--- src/sv/ipdf_pkg.sv ---
`default_nettype none

package ipdf_pkg;

  // Inner header bytes gathered before the version decision
  localparam int unsigned GATHER_MAX    = 6;
  localparam int unsigned CNT_W         = $clog2(GATHER_MAX + 1);
  localparam int unsigned BASIC_HDR_LEN = 4;
  localparam int unsigned CC_HDR_LEN    = 24;
  localparam int unsigned IPV6_HDR_LEN  = 40;
  localparam int unsigned QUEUE_DEPTH   = 4;

  localparam logic [7:0] SUBTYPE_BASIC = 8'h00;
  localparam logic [7:0] SUBTYPE_CC    = 8'h01;

  localparam logic [3:0] VER_PAD  = 4'h0;
  localparam logic [3:0] VER_IPV4 = 4'h4;
  localparam logic [3:0] VER_IPV6 = 4'h6;

  localparam logic KIND_BYTE   = 1'b0;
  localparam logic KIND_STATUS = 1'b1;

  typedef enum logic [2:0] {
    ST_OK        = 3'd0,
    ST_BAD_OUTER = 3'd1,
    ST_BAD_VER   = 3'd2,
    ST_TOO_LONG  = 3'd3,
    ST_TOO_SHORT = 3'd4
  } status_e;

  typedef enum logic [5:0] {
    PH_IDLE   = 6'b000001,
    PH_HDR    = 6'b000010,
    PH_CC     = 6'b000100,
    PH_GATHER = 6'b001000,
    PH_BODY   = 6'b010000,
    PH_DROP   = 6'b100000
  } phase_e;

  typedef logic [GATHER_MAX-1:0][7:0] hdr_buf_t;

  // One queued burst: cnt bytes, then an optional status word
  typedef struct packed {
    logic [CNT_W-1:0] cnt;
    hdr_buf_t         data;
    logic             start;
    logic             end_last;
    logic             v6;
    logic             has_stat;
    status_e          stat;
  } job_t;

endpackage

`default_nettype wire

--- src/sv/ipdf_in_if.sv ---
`default_nettype none

interface ipdf_in_if;
  logic        valid;
  logic        ready;
  logic [7:0]  data_byte;
  logic        first;
  logic [15:0] outer_len;

  modport source (output valid, data_byte, first, outer_len, input ready);
  modport sink   (input valid, data_byte, first, outer_len, output ready);
endinterface

`default_nettype wire

--- src/sv/ipdf_out_if.sv ---
`default_nettype none

interface ipdf_out_if;
  logic       valid;
  logic       ready;
  logic       kind;
  logic [7:0] out_byte;
  logic       inner_start;
  logic       inner_end;
  logic       inner_is_v6;
  logic [2:0] status;
  logic       run_last;

  modport source (output valid, kind, out_byte, inner_start, inner_end, inner_is_v6,
                  status, run_last, input ready);
  modport sink   (input valid, kind, out_byte, inner_start, inner_end, inner_is_v6,
                  status, run_last, output ready);
endinterface

`default_nettype wire

--- src/sv/ipdf_fifo.sv ---
`default_nettype none

module ipdf_fifo #(
  parameter int unsigned Depth = ipdf_pkg::QUEUE_DEPTH
) (
  input  wire logic           clk_i,
  input  wire logic           rst_ni,
  input  wire logic           push_i,
  input  wire ipdf_pkg::job_t data_i,
  output logic                full_o,
  input  wire logic           pop_i,
  output logic                valid_o,
  output ipdf_pkg::job_t      data_o
);
  import ipdf_pkg::*;

  localparam int unsigned PtrW = (Depth > 1) ? $clog2(Depth) : 1;
  localparam int unsigned CntW = $clog2(Depth + 1);

  job_t            mem_q [Depth];
  logic [PtrW-1:0] wptr_q, wptr_d, rptr_q, rptr_d;
  logic [CntW-1:0] cnt_q, cnt_d;
  logic            do_push, do_pop;

  assign full_o  = (cnt_q == CntW'(Depth));
  assign valid_o = (cnt_q != '0);
  assign data_o  = mem_q[rptr_q];
  assign do_push = push_i && !full_o;
  assign do_pop  = pop_i && valid_o;

  always_comb begin
    wptr_d = wptr_q;
    rptr_d = rptr_q;
    cnt_d  = cnt_q;
    if (do_push) begin
      wptr_d = (wptr_q == PtrW'(Depth - 1)) ? '0 : wptr_q + 1'b1;
    end
    if (do_pop) begin
      rptr_d = (rptr_q == PtrW'(Depth - 1)) ? '0 : rptr_q + 1'b1;
    end
    if (do_push && !do_pop) begin
      cnt_d = cnt_q + 1'b1;
    end else if (do_pop && !do_push) begin
      cnt_d = cnt_q - 1'b1;
    end
  end

  always_ff @(posedge clk_i or negedge rst_ni) begin
    if (!rst_ni) begin
      wptr_q <= '0;
      rptr_q <= '0;
      cnt_q  <= '0;
    end else begin
      wptr_q <= wptr_d;
      rptr_q <= rptr_d;
      cnt_q  <= cnt_d;
    end
  end

  always_ff @(posedge clk_i) begin
    if (do_push) begin
      mem_q[wptr_q] <= data_i;
    end
  end

endmodule

`default_nettype wire

--- src/sv/ipdf_front.sv ---
`default_nettype none

module ipdf_front (
  input  wire logic      clk_i,
  input  wire logic      rst_ni,
  ipdf_in_if.sink        in_i,
  input  wire logic      q_full_i,
  output logic           push_o,
  output ipdf_pkg::job_t job_o
);
  import ipdf_pkg::*;

  phase_e           phase_q, phase_d, ph_s;
  logic [15:0]      bol_q, bol_d, bol_s, bol_n;
  logic [4:0]       hpos_q, hpos_d, hpos_s;
  logic [7:0]       sub_q, sub_d, sub_s;
  hdr_buf_t         hbuf_q, hbuf_d, hbuf_w;
  logic [CNT_W-1:0] hcnt_q, hcnt_d, hcnt_s, cnt_w;
  logic [15:0]      ibl_q, ibl_d, ibl_s, ibl_n;
  status_e          pst_q, pst_d, pst_s;

  logic        acc;
  logic [7:0]  b;
  logic [3:0]  ver;
  logic        ver6;
  logic [16:0] rem, iplen;
  logic [5:0]  hl;

  assign in_i.ready = !q_full_i;
  assign acc        = in_i.valid && in_i.ready;
  assign b          = in_i.data_byte;

  // Start-of-payload values: a first byte restarts the parser
  always_comb begin
    ph_s   = phase_q;
    bol_s  = bol_q;
    hpos_s = hpos_q;
    sub_s  = sub_q;
    hcnt_s = hcnt_q;
    ibl_s  = ibl_q;
    pst_s  = pst_q;
    if (in_i.first) begin
      ph_s   = PH_HDR;
      bol_s  = (in_i.outer_len == '0) ? 16'd1 : in_i.outer_len;
      hpos_s = '0;
      sub_s  = '0;
      hcnt_s = '0;
      ibl_s  = '0;
      pst_s  = ST_OK;
    end
  end

  assign bol_n = bol_s - 16'd1;
  assign ibl_n = ibl_s - 16'd1;

  // Header buffer with the current byte merged in at the gather position
  always_comb begin
    for (int i = 0; i < GATHER_MAX; i++) begin
      hbuf_w[i] = (hcnt_q == CNT_W'(i)) ? b : hbuf_q[i];
    end
  end

  assign cnt_w = hcnt_q + 1'b1;
  assign ver   = hbuf_w[0][7:4];
  assign ver6  = (ver == VER_IPV6);
  assign rem   = 17'(cnt_w) + 17'(bol_n);
  assign iplen = ver6 ? (17'({hbuf_w[4], hbuf_w[5]}) + 17'(IPV6_HDR_LEN))
                      : 17'({hbuf_w[2], hbuf_w[3]});
  assign hl    = ver6 ? 6'(IPV6_HDR_LEN) : {hbuf_w[0][3:0], 2'b00};

  always_comb begin
    phase_d = phase_q;
    bol_d   = bol_q;
    hpos_d  = hpos_q;
    sub_d   = sub_q;
    hbuf_d  = hbuf_q;
    hcnt_d  = hcnt_q;
    ibl_d   = ibl_q;
    pst_d   = pst_q;
    push_o  = 1'b0;
    job_o   = '0;
    if (acc) begin
      if (!in_i.first && (phase_q == PH_IDLE || bol_q == '0)) begin
        phase_d = PH_IDLE;
      end else begin
        phase_d = ph_s;
        bol_d   = bol_n;
        hpos_d  = hpos_s;
        sub_d   = sub_s;
        hcnt_d  = hcnt_s;
        ibl_d   = ibl_s;
        pst_d   = pst_s;
        unique case (ph_s)
          PH_HDR: begin
            if (hpos_s == '0) begin
              sub_d = b;
            end
            if (hpos_s != '0 && b != '0) begin
              pst_d   = ST_BAD_OUTER;
              phase_d = PH_DROP;
            end else begin
              hpos_d = hpos_s + 1'b1;
              if (hpos_d == 5'(BASIC_HDR_LEN)) begin
                if (sub_d == SUBTYPE_CC) begin
                  phase_d = PH_CC;
                end else if (sub_d == SUBTYPE_BASIC) begin
                  phase_d = PH_GATHER;
                  hcnt_d  = '0;
                end else begin
                  pst_d   = ST_BAD_OUTER;
                  phase_d = PH_DROP;
                end
              end
            end
          end
          PH_CC: begin
            hpos_d = hpos_s + 1'b1;
            if (hpos_d >= 5'(CC_HDR_LEN)) begin
              phase_d = PH_GATHER;
              hcnt_d  = '0;
            end
          end
          PH_GATHER: begin
            hbuf_d = hbuf_w;
            hcnt_d = cnt_w;
            if (cnt_w == CNT_W'(GATHER_MAX) || bol_n == '0) begin
              if (ver == VER_IPV4 && cnt_w < CNT_W'(4)) begin
                pst_d   = ST_BAD_OUTER;
                phase_d = PH_DROP;
              end else if (ver6 && cnt_w < CNT_W'(GATHER_MAX)) begin
                pst_d   = ST_BAD_OUTER;
                phase_d = PH_DROP;
              end else if (ver == VER_PAD) begin
                phase_d = PH_DROP;
              end else if (ver != VER_IPV4 && !ver6) begin
                pst_d   = ST_BAD_VER;
                phase_d = PH_DROP;
              end else if (iplen > rem || 17'(hl) > rem) begin
                pst_d   = ST_TOO_LONG;
                phase_d = PH_DROP;
              end else if (iplen < 17'(hl) || iplen < 17'(cnt_w)) begin
                pst_d   = ST_TOO_SHORT;
                phase_d = PH_DROP;
              end else begin
                push_o         = 1'b1;
                job_o.cnt      = cnt_w;
                job_o.data     = hbuf_w;
                job_o.start    = 1'b1;
                job_o.end_last = (iplen == 17'(cnt_w));
                job_o.v6       = ver6;
                ibl_d          = 16'(iplen - 17'(cnt_w));
                hcnt_d         = '0;
                phase_d        = (iplen == 17'(cnt_w)) ? PH_GATHER : PH_BODY;
              end
            end
          end
          PH_BODY: begin
            ibl_d          = ibl_n;
            push_o         = 1'b1;
            job_o.cnt      = CNT_W'(1);
            job_o.data[0]  = b;
            job_o.end_last = (ibl_n == '0);
            job_o.v6       = (hbuf_q[0][7:4] == VER_IPV6);
            if (ibl_n == '0) begin
              phase_d = PH_GATHER;
              hcnt_d  = '0;
            end
          end
          default: begin
          end
        endcase
        if (bol_n == '0) begin
          if (phase_d == PH_HDR || phase_d == PH_CC) begin
            pst_d = ST_BAD_OUTER;
          end
          push_o         = 1'b1;
          job_o.has_stat = 1'b1;
          job_o.stat     = pst_d;
          phase_d        = PH_IDLE;
        end
      end
    end
  end

  always_ff @(posedge clk_i or negedge rst_ni) begin
    if (!rst_ni) begin
      phase_q <= PH_IDLE;
      bol_q   <= '0;
      hpos_q  <= '0;
      sub_q   <= '0;
      hcnt_q  <= '0;
      ibl_q   <= '0;
      pst_q   <= ST_OK;
    end else begin
      phase_q <= phase_d;
      bol_q   <= bol_d;
      hpos_q  <= hpos_d;
      sub_q   <= sub_d;
      hcnt_q  <= hcnt_d;
      ibl_q   <= ibl_d;
      pst_q   <= pst_d;
    end
  end

  always_ff @(posedge clk_i) begin
    hbuf_q <= hbuf_d;
  end

endmodule

`default_nettype wire

--- src/sv/ipdf_back.sv ---
`default_nettype none

module ipdf_back (
  input  wire logic           clk_i,
  input  wire logic           rst_ni,
  input  wire logic           valid_i,
  input  wire ipdf_pkg::job_t head_i,
  output logic                pop_o,
  ipdf_out_if.source          out_o
);
  import ipdf_pkg::*;

  logic [CNT_W-1:0] idx_q, idx_d, total;
  logic             is_byte, last;
  logic [7:0]       sel;

  assign total   = head_i.cnt + CNT_W'(head_i.has_stat);
  assign last    = (idx_q == total - 1'b1);
  assign is_byte = (idx_q < head_i.cnt);

  always_comb begin
    sel = '0;
    for (int i = 0; i < GATHER_MAX; i++) begin
      if (idx_q == CNT_W'(i)) begin
        sel = head_i.data[i];
      end
    end
  end

  assign out_o.valid       = valid_i;
  assign out_o.kind        = is_byte ? KIND_BYTE : KIND_STATUS;
  assign out_o.out_byte    = is_byte ? sel : 8'h00;
  assign out_o.inner_start = is_byte && head_i.start && (idx_q == '0);
  assign out_o.inner_end   = is_byte && head_i.end_last && (idx_q == head_i.cnt - 1'b1);
  assign out_o.inner_is_v6 = is_byte && head_i.v6;
  assign out_o.status      = is_byte ? ST_OK : head_i.stat;
  assign out_o.run_last    = last;

  assign pop_o = valid_i && out_o.ready && last;

  always_comb begin
    idx_d = idx_q;
    if (valid_i && out_o.ready) begin
      idx_d = last ? '0 : idx_q + 1'b1;
    end
  end

  always_ff @(posedge clk_i or negedge rst_ni) begin
    if (!rst_ni) begin
      idx_q <= '0;
    end else begin
      idx_q <= idx_d;
    end
  end

endmodule

`default_nettype wire

--- src/sv/iptfs_inner_packet_deframer_core.sv ---
`default_nettype none

// Inner-packet deframer for a tunnel payload carried one word (byte) per
// handshake. A word with first set restarts parsing and brings the outer
// length; the outer header is checked, each inner IPv4/IPv6 packet is
// delimited and sent out byte by byte with start and end marks, and every
// outer payload that is not cut off by a restart closes with one status
// word. The parser takes one input word per cycle while the queue has room.
// A word yields up to two results (a body byte plus a status); the word that
// completes an inner header yields up to seven (six header bytes plus a
// status), which the output sequencer sends one per cycle while the output
// is ready. A queue of QueueDepth bursts sits between parser and sequencer,
// so input stalls only once that queue is full, and output back-pressure
// never reaches the input combinationally.

module iptfs_inner_packet_deframer_core #(
  parameter int unsigned QueueDepth = ipdf_pkg::QUEUE_DEPTH
) (
  input  wire logic  clk_i,
  input  wire logic  rst_ni,
  ipdf_in_if.sink    in_i,
  ipdf_out_if.source out_o
);
  import ipdf_pkg::*;

  // Parser to queue
  logic q_push, q_full;
  job_t q_in;

  // Queue to sequencer
  logic q_valid, q_pop;
  job_t q_head;

  // Front: parse outer header, gather inner headers, classify each word
  ipdf_front u_front (
    .clk_i    (clk_i),
    .rst_ni   (rst_ni),
    .in_i     (in_i),
    .q_full_i (q_full),
    .push_o   (q_push),
    .job_o    (q_in)
  );

  // Hold result bursts so each side can stall on its own
  ipdf_fifo #(
    .Depth (QueueDepth)
  ) u_fifo (
    .clk_i   (clk_i),
    .rst_ni  (rst_ni),
    .push_i  (q_push),
    .data_i  (q_in),
    .full_o  (q_full),
    .pop_i   (q_pop),
    .valid_o (q_valid),
    .data_o  (q_head)
  );

  // Back: emit bytes and status one word per cycle while the output is ready
  ipdf_back u_back (
    .clk_i   (clk_i),
    .rst_ni  (rst_ni),
    .valid_i (q_valid),
    .head_i  (q_head),
    .pop_o   (q_pop),
    .out_o   (out_o)
  );

endmodule

`default_nettype wire

--- src/flat_wrapper.sv ---
// flat-port wrapper written by rule: the top's interface ports become plain ports
module iptfs_inner_packet_deframer_core_flat import ipdf_pkg::*;
#(
  parameter int unsigned QueueDepth = ipdf_pkg::QUEUE_DEPTH
)
  (clk_i, rst_ni, in_i_valid, in_i_data_byte, in_i_first, in_i_outer_len, in_i_ready, out_o_valid, out_o_kind, out_o_out_byte, out_o_inner_start, out_o_inner_end, out_o_inner_is_v6, out_o_status, out_o_run_last, out_o_ready);
  ipdf_in_if in_i_i ();
  ipdf_out_if out_o_i ();
  input  wire logic clk_i;
  input  wire logic rst_ni;
  input wire logic [$bits(in_i_i.valid)-1:0] in_i_valid;
  input wire logic [$bits(in_i_i.data_byte)-1:0] in_i_data_byte;
  input wire logic [$bits(in_i_i.first)-1:0] in_i_first;
  input wire logic [$bits(in_i_i.outer_len)-1:0] in_i_outer_len;
  output wire logic [$bits(in_i_i.ready)-1:0] in_i_ready;
  output wire logic [$bits(out_o_i.valid)-1:0] out_o_valid;
  output wire logic [$bits(out_o_i.kind)-1:0] out_o_kind;
  output wire logic [$bits(out_o_i.out_byte)-1:0] out_o_out_byte;
  output wire logic [$bits(out_o_i.inner_start)-1:0] out_o_inner_start;
  output wire logic [$bits(out_o_i.inner_end)-1:0] out_o_inner_end;
  output wire logic [$bits(out_o_i.inner_is_v6)-1:0] out_o_inner_is_v6;
  output wire logic [$bits(out_o_i.status)-1:0] out_o_status;
  output wire logic [$bits(out_o_i.run_last)-1:0] out_o_run_last;
  input wire logic [$bits(out_o_i.ready)-1:0] out_o_ready;
  assign in_i_i.valid = in_i_valid;
  assign in_i_i.data_byte = in_i_data_byte;
  assign in_i_i.first = in_i_first;
  assign in_i_i.outer_len = in_i_outer_len;
  assign in_i_ready = in_i_i.ready;
  assign out_o_valid = out_o_i.valid;
  assign out_o_kind = out_o_i.kind;
  assign out_o_out_byte = out_o_i.out_byte;
  assign out_o_inner_start = out_o_i.inner_start;
  assign out_o_inner_end = out_o_i.inner_end;
  assign out_o_inner_is_v6 = out_o_i.inner_is_v6;
  assign out_o_status = out_o_i.status;
  assign out_o_run_last = out_o_i.run_last;
  assign out_o_i.ready = out_o_ready;
  iptfs_inner_packet_deframer_core #(.QueueDepth(QueueDepth)) u_core (.clk_i(clk_i), .rst_ni(rst_ni), .in_i(in_i_i), .out_o(out_o_i));
endmodule
--- config.mk ---
export PLATFORM = sky130hd
export DESIGN_NAME = iptfs_inner_packet_deframer_core_flat
export DESIGN_NICKNAME = d
export VERILOG_FILES = /design/src/sv/ipdf_pkg.sv /design/src/sv/ipdf_in_if.sv /design/src/sv/ipdf_out_if.sv /design/src/sv/ipdf_fifo.sv /design/src/sv/ipdf_front.sv /design/src/sv/ipdf_back.sv /design/src/sv/iptfs_inner_packet_deframer_core.sv /design/src/flat_wrapper.sv
export SDC_FILE = /design/constraint.sdc
export NUM_CORES = 1
export LEC_CHECK = 0
export ABC_AREA = 0
export BUFFER_PORTS_ARGS = -buffer_cell sky130_fd_sc_hd__buf_2
export CORE_MARGIN = 4
export CORE_UTILIZATION = 50
export CTS_BUF_LIST = sky130_fd_sc_hd__clkbuf_4 sky130_fd_sc_hd__clkbuf_8
export CTS_CLUSTER_SIZE = 12
export DETAILED_ROUTE_END_ITERATION = 7
export GPL_TIMING_DRIVEN = 0
export HOLD_SLACK_MARGIN = 0.1
export PLACE_DENSITY = 0.67
export SYNTH_ARGS = -nofsm -noshare
export SYNTH_HDL_FRONTEND = slang
export SYNTH_HIERARCHICAL = 1
export SYNTH_SLANG_ARGS = --single-unit
--- constraint.sdc ---
create_clock -name clk_i -period 14.3 [get_ports clk_i]
set_input_delay 2.145 -clock clk_i [delete_from_list [all_inputs] [get_ports clk_i]]
set_output_delay 2.145 -clock clk_i [all_outputs]
set_load 0.03 [all_outputs]
==> impl.org, run 1 <==
** Status
- The flow ran to the end, and the final reports show no timing, DRC or antenna violations.

** Logic synthesis
- Post-synth ARST share :: 0.1931
- The Yosys step of the flow raised 6 warnings.
- Leading area contributor after synthesis :: edfxtp_1
- Portion of the post-synthesis area used by sequential elements :: 0.5224
- Share of Yosys cell area claimed by the top area cell type :: 0.4355
- Number of flops mapped to enable cells by yosys :: 280
- Avg Inst Size Synth :: ~12 um2
- Net count after synthesis :: between 1,500 and 2,000
- By area the synthesized netlist is led by edfxtp_1 44%, dfrtp_1 8.6%, mux4_2 6.8%, ha_1 3.9%, nand2_1 2.5%.
- Dominant register cell in the synthesized netlist :: edfxtp_1
- Syn Std Cell Area :: ~0.019 mm2
- Distinct cell type count of the synthesized netlist :: about 110
- Flops & latches, synth :: approximately 350
- Cell count after synthesis :: about 1,600

** Detailed routing
- Vias after detailed routing :: between 10,000 and 15,000
- Routed length per instance :: roughly 23 um
- Routed wire length :: between 50,000 and 60,000 um
- DR pass1 iterations :: 5
- Vias per Instance :: ~6
- Count of routing violations after the opening detailed-route iteration :: 1,103
- After detailed routing, the number of remaining DRC violations is 0.
- Once detail routing completed, the nets flagged for antenna violations numbered 0.

** Clock tree
- CTS max path bufs :: 3
- After clock tree synthesis, the clock-pin slew on the worst setup and hold paths is 0.06 ns.
- Number of buffers inserted to repair setup after CTS :: 0
- Total of cells resized after clock tree synthesis :: 0
- The cell sitting at the root of the clock tree is a clkbuf_8.
- TritonCTS Sinks :: approximately 350
- TritonCTS built the clock tree.
- Hold-fix buffers, CTS :: 0
- Clock latency on the worst-skew pair, taken at its later pin, is around 0.65 ns.
- In this run, CTS created clock tree buffers numbering 58.
- Htree depth :: 2

** Power and ir drop
- The internal portion of the total power is approximately 2.3 mW.
- Across the VDD grid, the largest voltage drop is slightly below 0.1 mV.
- Total power divided by cell area :: 165.9 mW/mm2
- Net switching component of the power :: around 1.3 mW
- Of the total power, the share spent switching nets is 0.3564.
- Relative contribution of the clock network to total power :: 0.279
- Static Leakage :: between 7 and 8 nW
- Of the total power, registers draw 0.343.
- Combinational share of power :: 0.378

** Setup path
- The setup path with the least slack is of type input pin to register.
- Most prevalent standard cell on the critical path :: buf_6
- FF-to-FF Start :: u_core/u_front/hcnt_q[0]$_DFFE_PN0P_
- STA classifies the critical path endpoint as a register.
- Data on the critical path arrives at its endpoint at between 10 and 15 ns.
- In this run the worst setup path begins at in_i_first.
- Largest driver fanout on the critical path :: 10
- Worst path slowest cell :: clkbuf_1
- Data required time at the worst endpoint :: around 15 ns
- Critical Path Source Type :: input pin
- Longest individual stage delay on the worst path :: 0.53 ns

** GRT
- The number of global-route vias before repair came to 13,660.
- The first global-routing pass estimated between 80,000 and 90,000 um of wire.
- The number of antenna violations at the first check in global routing came to 1.
- The total overflow left after global routing is 0.
- For this run, the total global-route usage over all layers was measured as 0.2506.
- Entering global routing, the biggest net connects 60 pins.

** Timing
- Minimum period implied by the final worst setup slack :: approximately 11 ns
- Tcrit/Tclk final :: 0.7492
- Setup-failing EPs final :: 0
- Slew Viols, Final :: 0
- Setup slack after layout :: ~3.6 ns
- Post-Route Setup TNS :: 0 ns
- For the pin with the worst max-slew slack, the measured transition is 1.108 ns.
- Setup repair after global routing left no endpoint under its margin.
- Worst hold slack :: just under 0.5 ns
- The worst pin sits at a relative slew slack of 0.2543.
- Static timing analysis puts the maximum clock frequency at 93.34 MHz.
- Maximum clock skew at final layout :: between 0.02 and 0.025 ns
- Final Hold Violating Endpoints :: 0

** Hold path
- Hold Crit Start :: u_core/u_front/bol_q[15]$_DFFE_PN0P_
- The tightest min-delay check is of the register to register type.

** Floorplanning
- The die covers ~0.042 mm2.
- Ports placed on the boundary :: 47
- Initial Util :: 0.5102
- The floorplan step defined a core boundary enclosing ~0.038 mm2.
- The die is 204.5 um tall.
- The floorplan step set the die width to slightly above 200 um.
- Row generation in the floorplan step produced 71 rows.

** Place
- During placement, the flow inserted port buffers numbering 45.
- The congestion estimate from routability-driven global placement came to slightly below 1.
- Detail Placement HPWL :: about 38,000 um
- At the placement stage, the worst setup path has a slack of a little under 3 ns.

** Final layout
- Number of diodes added for antenna fixing :: 0
- Number of nets in the layout :: roughly 1,800
- Most used cells in the layout excluding fill and tap cells :: 280 x edfxtp_1, 131 x nand2_1, 108 x nor2_1
- Layout area overhead :: 12.29%
- Of the cells placed in the final design, the portion with a size suffix greater than 1 is 0.1945.
- The library cell used most frequently in the layout, excluding fill and tap cells, is edfxtp_1.

** Run
- Max-cap check violation count :: 0
critical path, delay by kind of cell:
kind,cells,cell delay (ns)
compound gates,3,0.73
xor+xnor,4,0.74
fa+ha+maj,4,1.21
buf+inv,12,3.11
mux,2,0.48
simple gates,13,2.83
power by group through the flow:
| stage | sequential, mW | combinational [mW] | clock (mW) |
|---|---|---|---|
| floorplan | 1.23 | 1.01 | 0 |
| global placement | 1.25 | 1.33 | 0 |
| detailed placement | 1.25 | 1.35 | 0 |
| CTS | 1.23 | 1.36 | 1.03 |
| global route | 1.24 | 1.48 | 1.08 |
| finish | 1.23 | 1.36 | 1.00 |
synthesized netlist by cell type, drive strengths merged (26+ instances only):
master / n
xor2: 26
mux4: 58
edfxtp: 280
nor2: 111
dfrtp: 66
nor2b: 35
inv: 65
ha: 60
buf: 42
mux2: 33
xnor2: 40
clkbuf: 39
nor3: 39
o21ai: 77
nor4: 27
a21oi: 57
nand2: 134
nand3: 46
mux2i: 45
logic make-up after synthesis:
kind of cell / synth area share
AO/OA/AOI/OAI: 0.1110
adder cells (fa/ha/maj): 0.04200
AND/OR/NAND/NOR: 0.1423
multiplexers: 0.1112
flip-flops: 0.5224
XOR/XNOR: 0.03202
buffers and inverters: 0.03908
metrics by stage:
stage	power (mW)	cell area, um2	util	instances
floorplan	2.240	19310	-	1578
global placement	2.582	20170	0.5330	2134
detailed placement	2.602	20340	0.5375	2140
CTS	3.619	21680	0.5729	2244
global route	3.798	21680	0.5729	2244
finish	3.596	21680	0.5729	2244
layout make-up:
class / count / area [um2]
multi-input combinational: 1085 / 8476
tap: 511 / 639.4
inverter: 65 / 244.0
sequential: 347 / 10090
fill: 3174 / 16160
clock buffer: 86 / 1059
buffer: 81 / 510.5
timing repair buffer: 51 / 385.4
clock inverter: 18 / 280.3
per-layer routing:
metal,up-vias,part of all wire,global-route usage
met5,-,0.00036,0
li1,6256,-,-
met4,2,0.039,0.09787
met2,541,0.48,0.4156
met1,6837,0.42,0.3377
met3,137,0.057,0.03483
sequential cells by signal, indices dropped and copies added, names as in the netlist:
| name | flops |
|---|---|
| u_core/u_back/idx_q | 3 |
| u_core/u_fifo/cnt_q | 3 |
| u_core/u_fifo/mem_q | 232 |
| u_core/u_fifo/rptr_q | 2 |
| u_core/u_fifo/wptr_q | 2 |
| u_core/u_front/bol_q | 16 |
| u_core/u_front/hbuf_q | 48 |
| u_core/u_front/hcnt_q | 3 |
| u_core/u_front/hpos_q | 5 |
| u_core/u_front/ibl_q | 16 |
| u_core/u_front/phase_q | 6 |
| u_core/u_front/pst_q | 3 |
| u_core/u_front/sub_q | 8 |
worst paths after layout:
kind,endpoint,slack [ns],cells past startpoint
setup / recovery,u_core/u_fifo/cnt_q[2]$_DFFE_PN0P_,3.59,38
setup reg to reg,u_core/u_fifo/cnt_q[2]$_DFFE_PN0P_,6.30,29
hold reg to reg,u_core/u_front/bol_q[15]$_DFFE_PN0P_,0.49,2
min in group asynchronous,u_core/u_front/hpos_q[3]$_DFFE_PN0P_,1.33,1
max in group asynchronous,u_core/u_front/phase_q[0]$_DFFE_PN1P_,12.38,2
hold / removal,u_core/u_front/bol_q[15]$_DFFE_PN0P_,0.49,2
Power figures use the tool's default switching activity.
==> inputs of run 2 (changes only) <==
==> constraint.sdc (replaced) <==
create_clock -name clk_i -period 10.2 [get_ports clk_i]
set_input_delay 1.53 -clock clk_i [delete_from_list [all_inputs] [get_ports clk_i]]
set_output_delay 1.53 -clock clk_i [all_outputs]
set_load 0.03 [all_outputs]
==> run 2 against run 1 <==
Effect of this change: setup slack got worse by 2.6 ns; via count decreased by 0.25%; worst hold slack improved by 0.0011 ns; clock power increased by 41%; first-iteration DRC count decreased by 3.3%; global-route usage unchanged; largest power group unchanged; critical endpoint unchanged; power increased by 40%; clock skew increased by 0.0034 ns; sequential power increased by 41%; register-to-register slack got worse by 4.1 ns; cell area unchanged; sequential share of layout area unchanged.
==> impl.org, run 2 (synthesis results as in run 1) <==
** Final layout
- The largest registers in the layout are u_core/u_fifo/mem_q: 232 flops, u_core/u_front/hbuf_q: 48 flops.
- Of the cells placed in the final design, the portion with a size suffix greater than 1 is 0.1963.
- The register with the most flip-flops in the final layout is u_core/u_fifo/mem_q.
- After the last flow step, the layout net total stands at 1,780.
- Summing all multi-input logic gate instances after layout gives around 0.0085 mm2.
- Once layout is complete, the utilization of the core stands at 0.5729.
- Leaving out fill and tap cells, the most frequent cell in the layout is edfxtp_1.
- Number of flip-flops under the largest register name :: between 200 and 250
- Count of filler cells inserted in the layout :: between 3,000 and 4,000
- Area used by sequential logic in the layout :: 0.01009 mm2
- 0 antenna diodes ended up in the layout.
- The library cells used most frequently in the layout, excluding fill and tap cells, are 280 x edfxtp_1, 131 x nand2_1, 108 x nor2_1.
- Compared with the post-synthesis result, the final layout area differs by 12.29%.
- Count of placed standard cells in the final layout, fillers left out :: about 2,200

** Floorplanning
- Initial Util :: 0.5102
- Ports placed on the boundary :: 47
- After floorplanning, the core was divided into 71 placement rows.
- The floorplan step defined a die boundary enclosing ~0.042 mm2.
- Core Footprint :: between 0.03 and 0.04 mm2
- From bottom edge to top edge, the die measures 204.5 um.
- Width of the die :: 204.5 um

** Clock tree
- Clock slew at reported path FFs :: about 0.060 ns
- Hold-fix buffers, CTS :: 0
- Total of cells resized after clock tree synthesis :: 0
- Clock latency of the later-clocked register in the worst-skew pair :: 0.66 ns
- Number of buffers inserted to repair setup after CTS :: 0
- TritonCTS built the clock tree.
- The clock net in this run drives a total of between 300 and 400 sinks.
- CTS max path bufs :: 3
- Htree depth :: 2
- Total CTS buffers :: between 50 and 60
- Clock root buffer master :: clkbuf_8

** Place
- Count of input and output buffers :: 45
- Counting tap cells, the placed design contains a total of approximately 2,100 instances.
- Pre-CTS setup slack :: -0.5823 ns
- The congestion estimate from routability-driven global placement came to roughly 0.98.
- Detail Placement HPWL :: between 30,000 and 40,000 um

** GRT
- Wire length of the first global-routing pass :: approximately 80,000 um
- After global routing the overflow that remains totals 0.
- GR Util All Layers :: 0.2506
- Number of antenna violations at the first check in global routing :: 1
- Maximum number of pins on one net before global-route repair :: 60
- Vias in the first global route :: roughly 14,000

** Timing
- Slew Viols, Final :: 0
- Achievable clock frequency :: 109.0 MHz
- Maximum clock skew at final layout :: between 0.02 and 0.025 ns
- For the pin with the worst max-slew slack, the measured transition is around 1.1 ns.
- The final hold violation count came to 0.
- The tightest hold path in the finished design has a slack of 0.4864 ns.
- Setup-failing EPs final :: 0
- Setup repair after global routing left no endpoint under its margin.
- Subtracting the final worst setup slack from the clock period gives about 9 ns.
- Setup slack after layout :: slightly above 1 ns
- Headroom to the max-slew limit came out at 0.2412.
- Tcrit/Tclk final :: 0.8992

** Power and ir drop
- Sequential group share of total power :: 0.343
- Internal power comes to 3.244 mW.
- Worst IR Drop VDD :: between 0.1 and 0.15 mV
- Combinational share of power :: 0.378
- Of the total power, the share spent switching nets is 0.3565.
- Static Leakage :: between 7 and 8 nW
- For this design the total switching power over the nets is 1.798 mW.
- Relative contribution of the clock network to total power :: 0.280
- Dividing total power by cell area gives a power density of about 230 mW/mm2.

** Detailed routing
- Number of design rule violations left after detail routing :: 0
- Count of routing violations after the opening detailed-route iteration :: 1,067
- Routed length per instance :: about 23 um
- Using the TritonRoute via totals, the vias-per-cell ratio works out to around 6.1.
- After detailed routing, the total wire length is about 52,000 um.
- Vias after detailed routing :: 13,740
- The first TritonRoute pass finished after 7 iterations.
- The count of nets left with antenna violations once routing finished came out at 0.

** Setup path
- Data required time at the worst endpoint :: roughly 11 ns
- The worst setup path is launched from an input pin.
- Kind of end point of the critical path :: register
- Largest driver fanout on the critical path :: 19
- On the worst path, the slowest cell contributes a delay of slightly below 0.4 ns.
- Data on the critical path arrives at its endpoint at 9.75 ns.
- Kind of critical path :: input pin to register
- Counting stages on the worst path, the most repeated cell is buf_6.
- Worst path slowest cell :: or3_1

** Hold path
- The min-delay analysis places its worst path in the category register to register.

** Status
- Result of the run :: finished, final reports clean

** Run
- Max-cap check violation count :: 0
## run 2: cell types whose count changed in the layout (fill, tap and decap cells not counted), sizes merged
| cell | delta |
|---|---|
| buf | -1 |
## run 2: metrics by stage
step	power, mW	TNS (ns)	instance area, um2
after floorplan	3.141	0	19310
after global placement	3.620	-535.28	20170
after detailed placement	3.649	-66.48	20340
after CTS	5.073	0	21680
after global routing	5.324	0	21680
final	5.042	0	21680
## run 2: metal layers
metal  GRT usage  wire, um  share of wire
met5           0        13        0.00025
met2      0.4156     25390           0.48
met1      0.3377     22020           0.42
met3     0.03483      2995          0.057
met4     0.09787      1953          0.037
## run 2: layout make-up
type / instances / share of cell area
clock inverter: 18 / 0.01293
buffer: 80 / 0.02355
sequential: 347 / 0.4652
multi-input combinational: 1085 / 0.3910
clock buffer: 86 / 0.04883
timing repair buffer: 51 / 0.01778
inverter: 65 / 0.01125
tap: 511 / 0.02949
## run 2: power groups by stage
stage | registers (mW) | logic [mW] | clock network (mW)
2_1_floorplan | 1.72 | 1.42 | 0
5_1_grt | 1.74 | 2.07 | 1.51
6_report | 1.73 | 1.90 | 1.41
3_3_place_gp | 1.75 | 1.87 | 0
3_5_place_dp | 1.75 | 1.90 | 0
4_1_cts | 1.72 | 1.91 | 1.44
## run 2: worst max-delay path: cells and delay by family
family / cells / cell delay [ns]
buffers and inverters: 11 / 2.23
AND/OR/NAND/NOR: 13 / 2.82
adder cells (fa/ha/maj): 4 / 1.21
AO/OA/AOI/OAI: 3 / 0.72
multiplexers: 2 / 0.46
XOR/XNOR: 4 / 0.74
## run 2: worst paths after layout
kind / from / endpoint / slack, ns / cells after the start
min in group asynchronous: rst_ni / u_core/u_front/hpos_q[3]$_DFFE_PN0P_ / 0.71 / 1
min: u_core/u_front/bol_q[15]$_DFFE_PN0P_ / u_core/u_front/bol_q[15]$_DFFE_PN0P_ / 0.49 / 2
max in group asynchronous: rst_ni / u_core/u_front/phase_q[0]$_DFFE_PN1P_ / 8.90 / 2
max reg2reg: u_core/u_front/hcnt_q[0]$_DFFE_PN0P_ / u_core/u_fifo/cnt_q[2]$_DFFE_PN0P_ / 2.20 / 29
min reg2reg: u_core/u_front/bol_q[15]$_DFFE_PN0P_ / u_core/u_front/bol_q[15]$_DFFE_PN0P_ / 0.49 / 2
max: in_i_first / u_core/u_fifo/cnt_q[2]$_DFFE_PN0P_ / 1.03 / 37
